===== src/hw/rtl/ab2x_pkg.sv =====
// ----------------------------------------------------------------------------
// ab2x_pkg
// Shared types, register codes and sizes of the 2x bicubic upscaler.
// ----------------------------------------------------------------------------
`default_nettype none

package ab2x_pkg;

   localparam int PIX_W           = 8;
   localparam int COORD_W         = 11;
   localparam int CFG_W           = 11;
   localparam int CSR_IDX_W       = 2;
   localparam int DEF_MAX_WIDTH   = 1024;
   localparam int DEF_MAX_HEIGHT  = 1024;
   localparam int LINE_BUFFERS    = 4;
   localparam int LB_IDX_W        = 2;
   localparam int MIN_SIZE        = 4;

   localparam logic [CFG_W-1:0]     CFG_SIZE_RESET  = CFG_W'(1024);
   localparam logic [CSR_IDX_W-1:0] CSR_IMAGE_WIDTH  = CSR_IDX_W'(0);
   localparam logic [CSR_IDX_W-1:0] CSR_IMAGE_HEIGHT = CSR_IDX_W'(1);

   // four filter taps, entry 0 is the leftmost / topmost
   typedef logic [3:0][PIX_W-1:0] tap_set_type;

   typedef enum logic [2:0] {
      ST_IDLE,
      ST_SETUP,
      ST_ADDR,
      ST_DATA,
      ST_HPASS,
      ST_VPASS,
      ST_OUT
   } state_type;

endpackage

`default_nettype wire


===== src/hw/rtl/ab2x_cubic.sv =====
// ----------------------------------------------------------------------------
// ab2x_cubic
// Shared 4-tap cubic filter (-1,5,5,-1)/8 with clamp and overshoot guard.
// ----------------------------------------------------------------------------
`default_nettype none

module ab2x_cubic
   import ab2x_pkg::*;
(
   input  wire tap_set_type  taps,
   output logic [PIX_W-1:0]  result
);

   logic signed [12:0] sum;
   logic [PIX_W-1:0]   clamped;
   logic [PIX_W:0]     pair;

   always_comb begin
      sum = 13'sd5 * ($signed({5'd0, taps[1]}) + $signed({5'd0, taps[2]}))
            - $signed({5'd0, taps[0]}) - $signed({5'd0, taps[3]});
      if (sum < 0) begin
         clamped = '0;
      end else if (sum[12:3] > 10'd255) begin
         clamped = 8'd255;
      end else begin
         clamped = sum[10:3];
      end
      pair = {1'b0, taps[1]} + {1'b0, taps[2]};
      // both neighbours on one side: fall back to their mean
      if ((taps[1] > clamped && taps[2] > clamped) ||
          (taps[1] < clamped && taps[2] < clamped)) begin
         result = pair[PIX_W:1];
      end else begin
         result = clamped;
      end
   end

endmodule

`default_nettype wire


===== config.mk =====
export PLATFORM = sky130hd
export DESIGN_NAME = ab2x_cubic
export DESIGN_NICKNAME = d
export VERILOG_FILES = /design/src/hw/rtl/ab2x_pkg.sv /design/src/hw/rtl/ab2x_cubic.sv
export SDC_FILE = /design/constraint.sdc
export NUM_CORES = 1
export LEC_CHECK = 0
export ABC_AREA = 1
export ABC_CLOCK_PERIOD_IN_PS = 6560
export BUFFER_PORTS_ARGS = -buffer_cell sky130_fd_sc_hd__buf_2
export CAP_MARGIN = 10
export CORE_UTILIZATION = 40
export DETAILED_ROUTE_END_ITERATION = 6
export PLACE_DENSITY = 0.61
export REMOVE_ABC_BUFFERS = 1
export SYNTH_ARGS = -nofsm -noshare
export SYNTH_HDL_FRONTEND = slang
export SYNTH_SLANG_ARGS = --single-unit

===== constraint.sdc =====
create_clock -name vclk -period 6.56
set_input_delay 0.984 -clock vclk [all_inputs]
set_output_delay 0.984 -clock vclk [all_outputs]
set_load 0.1 [all_outputs]

==> flow_summary.yaml, run 1 <==
layout:
  final_nets: 555
  final_common_cell: "buf_4"
  layout_common_cells: "buf_4 (73), inv_1 (72), nand2_1 (69)"
  regArea_sq_um: 0
  fin_area_sq_um: 3790
  diodes: 0
  n_sequential_cell: 0
  nClkBuffers: 0
  syn_to_final_growth_pct: 73.9
  layout-drive-gt1-share_pct: 49.1
grt:
  gr-total-overflow: 0
  grt_start_max_net_pins: 9
  grt_antenna_before_repair: 0
  grt_pass1_vias: 2621
  grt.total_usage_pct: 25.4
  grt_first_pass_wirelength_um: 11300
timing:
  max-slew-margin-rel_pct: 73.7
  rsz0062_at_grt: "yes"
  timing.setup.tns_ps: -4610
  period_share_pct: 109
  finalWorstSetupSlack_ps: -607
  worstMarginPinSlew_ps: 392
  finalMaxSlewViolations: 0
  fmax_mhz: 140
  fin_crit_ps: 7170
  setup_viol: 8
  finalHoldViolCount: 0
route:
  routed_wirelength_um: 7460
  wire_per_inst_um: 14.1
  drtPass1Iterations: 4
  drt_iter0_markers: 110
  vias: 2615
  drc_errors: 0
  viasPerCell: 4.93
  antenna_left: 0
floorplan:
  die_h_um: 75.8
  rows: 26
  design.die.area_sq_um: 5740
  ioPinCount: 40
  die_w_um: 75.8
  start_util_pct: 42.1
  design.core.area_sq_um: 5170
logic_synthesis:
  synth_top_area_cell: "ha_1"
  synth_area_per_cell_sq_um: 6.31
  synth_cell_type_count: 32
  ys_top_cells_by_area: "ha_1 (27%), nand2_1 (18%), inv_1 (14%), fa_1 (13%), nand3_1 (4.1%)"
  synthCells: 345
  mappedNetlistArea_sq_um: 2180
  synth_seq_area_share_pct: 0
  yosysTopAreaCellShare_pct: 27.0
  yosysWarnings: 0
worst_setup_path:
  path_class: "input port to output port"
  slowest_delay_ps: 530
  cp_data_arrival_time_ps: 6180
  crit_family: "adder cells"
  crit_fanout: 6
  startpoint: "taps[20]"
  start_kind: "input port"
  endpoint_kind: "output port"
  crit_buf_inv: 8
  worst-path-stages: 32
  worstSetupEndpoint: "result[7]"
  cpMostUsedCell: "nand2_2"
  crit_required_ps: 5580
  critical_path.slowest_cell: "fa_1"
placement:
  place.port_buffers: 40
  dp_hpwl_um: 5260
  place_area_sq_um: 3050
  routabilityCongestion: 0.965
flow_run:
  drv_cap: 0
min_path:
  hold_path_class: "input port to output port"
outcome:
  status: "finished, violations left"
  failed_checks: "setup timing"
clocking:
  ctsHoldBuffers: 0
-- what timing repair did --
item | in CTS | in global routing
cloned | 1 | 0
endpoints found under the setup margin | 8 | 8
resized for setup | 87 | 46
pin swaps | 49 | 46
buffers inserted | 9 | 4
-- logic make-up (layout without fill, tap and decap cells) --
| family | Yosys count | count (layout) | synth area share, % |
|---|---|---|---|
| compound gates | 30 | 30 | 9.31 |
| xor+xnor | 7 | 7 | 2.81 |
| fa+ha+maj | 61 | 61 | 39.9 |
| buf+inv | 86 | 200 | 15.3 |
| simple gates | 161 | 162 | 32.7 |
-- final cells by class --
cell class	instances	area, sq um
timing repair buffer	115	920
multi-input combinational	260	2450
inverter	85	329
fill	356	1390
tap	70	87.6
-- Yosys cell counts, drive strengths merged --
cell and count:
a21oi 15, buf 1, inv 85, a31o 1, nor2 15, nand3b 4, xnor2 5, a31oi 1
nand2 111, o21bai 4, fa 14, nor3 1, xor2 2, o211ai 1, a21o 1, nand3 20
o21a 1, o21ai 6, ha 47, and2 1, nand4 7, or2 2
-- stage by stage --
stage,setup WS (ps),instances,hold slack (ps),util (%)
finish,-607,530,2720,73.2
global route,-823,530,2760,73.2
CTS,-377,526,2710,68.3
detailed placement,-739,516,2730,59.0
global placement,-697,516,2740,59.0
floorplan,-657,344,2820,-
-- metal layers --
| layer | global-route usage [%] | up-vias | share of wire [%] |
|---|---|---|---|
| met5 | 0 | - | 0 |
| met4 | 5.14 | 0 | 2.3 |
| met3 | 0.794 | 16 | 2.7 |
| met2 | 48.7 | 74 | 51 |
| met1 | 31.3 | 1215 | 44 |
| li1 | - | 1310 | - |
-- worst min path at each step --
stage	start	endpoint	slack (ps)	cells after the start
2_1_floorplan	taps[20]	result[3]	2820	4
3_3_place_gp	taps[18]	result[1]	2740	7
3_5_place_dp	taps[18]	result[1]	2730	7
4_1_cts	taps[19]	result[3]	2710	8
5_1_grt	taps[19]	result[3]	2760	8
6_report	taps[19]	result[3]	2720	8
Power of run 1 is not shown: default switching activity piles up to over one toggle a cycle in this logic, so the estimate is an artifact.
==> inputs of run 2 (changes only) <==
--- a/config.mk
+++ b/config.mk
@@ -6,12 +6,12 @@
 export NUM_CORES = 1
 export LEC_CHECK = 0
 export ABC_AREA = 1
-export ABC_CLOCK_PERIOD_IN_PS = 6560
+export ABC_CLOCK_PERIOD_IN_PS = 8200
 export BUFFER_PORTS_ARGS = -buffer_cell sky130_fd_sc_hd__buf_2
 export CAP_MARGIN = 10
 export CORE_UTILIZATION = 40
 export DETAILED_ROUTE_END_ITERATION = 6
-export PLACE_DENSITY = 0.61
+export PLACE_DENSITY = 0.59
 export REMOVE_ABC_BUFFERS = 1
 export SYNTH_ARGS = -nofsm -noshare
 export SYNTH_HDL_FRONTEND = slang
==> constraint.sdc (replaced) <==
create_clock -name vclk -period 8.2
set_input_delay 1.23 -clock vclk [all_inputs]
set_output_delay 1.23 -clock vclk [all_outputs]
set_load 0.1 [all_outputs]
==> run 2 against run 1 <==
Against the previous run:
- the flow now finishes without violations
- die area unchanged
- hold slack improved by 440 ps
- final cell count decreased by 14%
- critical path type unchanged
- cell area decreased by 29%
- sequential share of layout area unchanged
- first-iteration DRC count increased by 24%
- routed wire length decreased by 31%
- global-route usage decreased by 5.5 points
==> flow_summary.yaml, run 2 (same netlist as run 1, synthesis figures left out) <==
layout:
  diodes: 0
  final_nets: 482
  layout_common_cells: "nand2_1 (106), inv_1 (82), ha_1 (42)"
  syn_to_final_growth_pct: 22.8
  nClkBuffers: 0
  n_sequential_cell: 0
  layout-drive-gt1-share_pct: 18.9
  fin_cells: 457
  regArea_sq_um: 0
  final_common_cell: "nand2_1"
grt:
  grt_first_pass_wirelength_um: 9050
  grt_antenna_before_repair: 0
  grt_start_max_net_pins: 17
  grt.total_usage_pct: 19.9
  gr-total-overflow: 0
  grt_pass1_vias: 2088
route:
  antenna_left: 0
  drt_iter0_markers: 136
  drtPass1Iterations: 4
  viasPerCell: 4.79
  wire_per_inst_um: 11.3
  vias: 2190
  routed_wirelength_um: 5170
  drc_errors: 0
worst_setup_path:
  crit_fanout: 9
  crit_family: "adder cells"
  critical_path.slowest_cell: "fa_1"
  crit_buf_inv: 10
  crit_required_ps: 6970
  cpMostUsedCell: "nand2_1"
  start_kind: "input port"
  path_class: "input port to output port"
  endpoint_kind: "output port"
  slowest_delay_ps: 490
  cp_data_arrival_time_ps: 6610
placement:
  dp_hpwl_um: 4680
  place_inst: 456
  place.port_buffers: 40
  routabilityCongestion: 0.911
timing:
  finalMaxSlewViolations: 0
  timing.setup.tns_ps: 0
  max-slew-margin-rel_pct: 72.8
  fmax_mhz: 128
  setup_viol: 0
  fin_crit_ps: 7840
  period_share_pct: 95.6
  worstMarginPinSlew_ps: 407
  finalHoldViolCount: 0
floorplan:
  die_h_um: 75.8
  die_w_um: 75.8
  design.die.area_sq_um: 5740
  rows: 26
  design.core.area_sq_um: 5170
  start_util_pct: 42.1
  ioPinCount: 40
flow_run:
  drv_cap: 0
clocking:
  ctsHoldBuffers: 0
min_path:
  min_to: "result[1]"
  min_path_cells: 6
  min-delay-start: "taps[18]"
  hold_path_class: "input port to output port"
outcome:
  status: "finished clean"
-- run 2: cell types whose count changed in the layout (fill, tap and decap cells not counted), sizes merged --
| cell | before | now |
|---|---|---|
| buf | 115 | 43 |
| nand2 | 112 | 111 |
-- run 2: layout make-up --
| cell class | count | area (sq um) |
|---|---|---|
| fill | 538 | 2500 |
| multi-input combinational | 259 | 1920 |
| inverter | 85 | 322 |
| tap | 70 | 87.6 |
| timing repair buffer | 43 | 343 |
-- run 2: through the flow --
| step | setup slack [ps] | hold WS (ps) | area (sq um) | utilization (%) |
|---|---|---|---|---|
| 2_1_floorplan | 491 | 3310 | 2160 | - |
| 3_3_place_gp | 35.3 | 3220 | 2590 | 50.0 |
| 3_5_place_dp | 52.0 | 3210 | 2590 | 50.0 |
| 4_1_cts | 30.2 | 3210 | 2590 | 50.0 |
| 5_1_grt | -15.3 | 3210 | 2680 | 51.7 |
| 6_report | 364 | 3160 | 2680 | 51.7 |
-- run 2: what timing repair did --
item | 4_1_cts | 5_1_grt
endpoints found under the setup margin | 0 | 8
endpoints found under the hold margin | 0 | 0
gates resized for setup | 0 | 14
buffers inserted | 0 | 1
-- run 2: worst max-delay path by stage --
stage | cells after the start | startpoint | end | slack (ps)
finish | 37 | taps[8] | result[0] | 360
global route | 38 | taps[12] | result[7] | -20
CTS | 38 | taps[8] | result[5] | 30
detailed placement | 36 | taps[8] | result[5] | 50
global placement | 35 | taps[8] | result[5] | 40
floorplan | 29 | taps[8] | result[0] | 490
-- run 2: per-layer routing --
layer / wire [um] / part of all wire (%) / global-route usage, %
met3: 302 / 5.8 / 0.265
met5: 0 / 0 / 0
met4: 19 / 0.37 / 0.617
met2: 2200 / 43 / 34.0
met1: 2650 / 51 / 29.4
Power of run 2 is left out for the same reason.
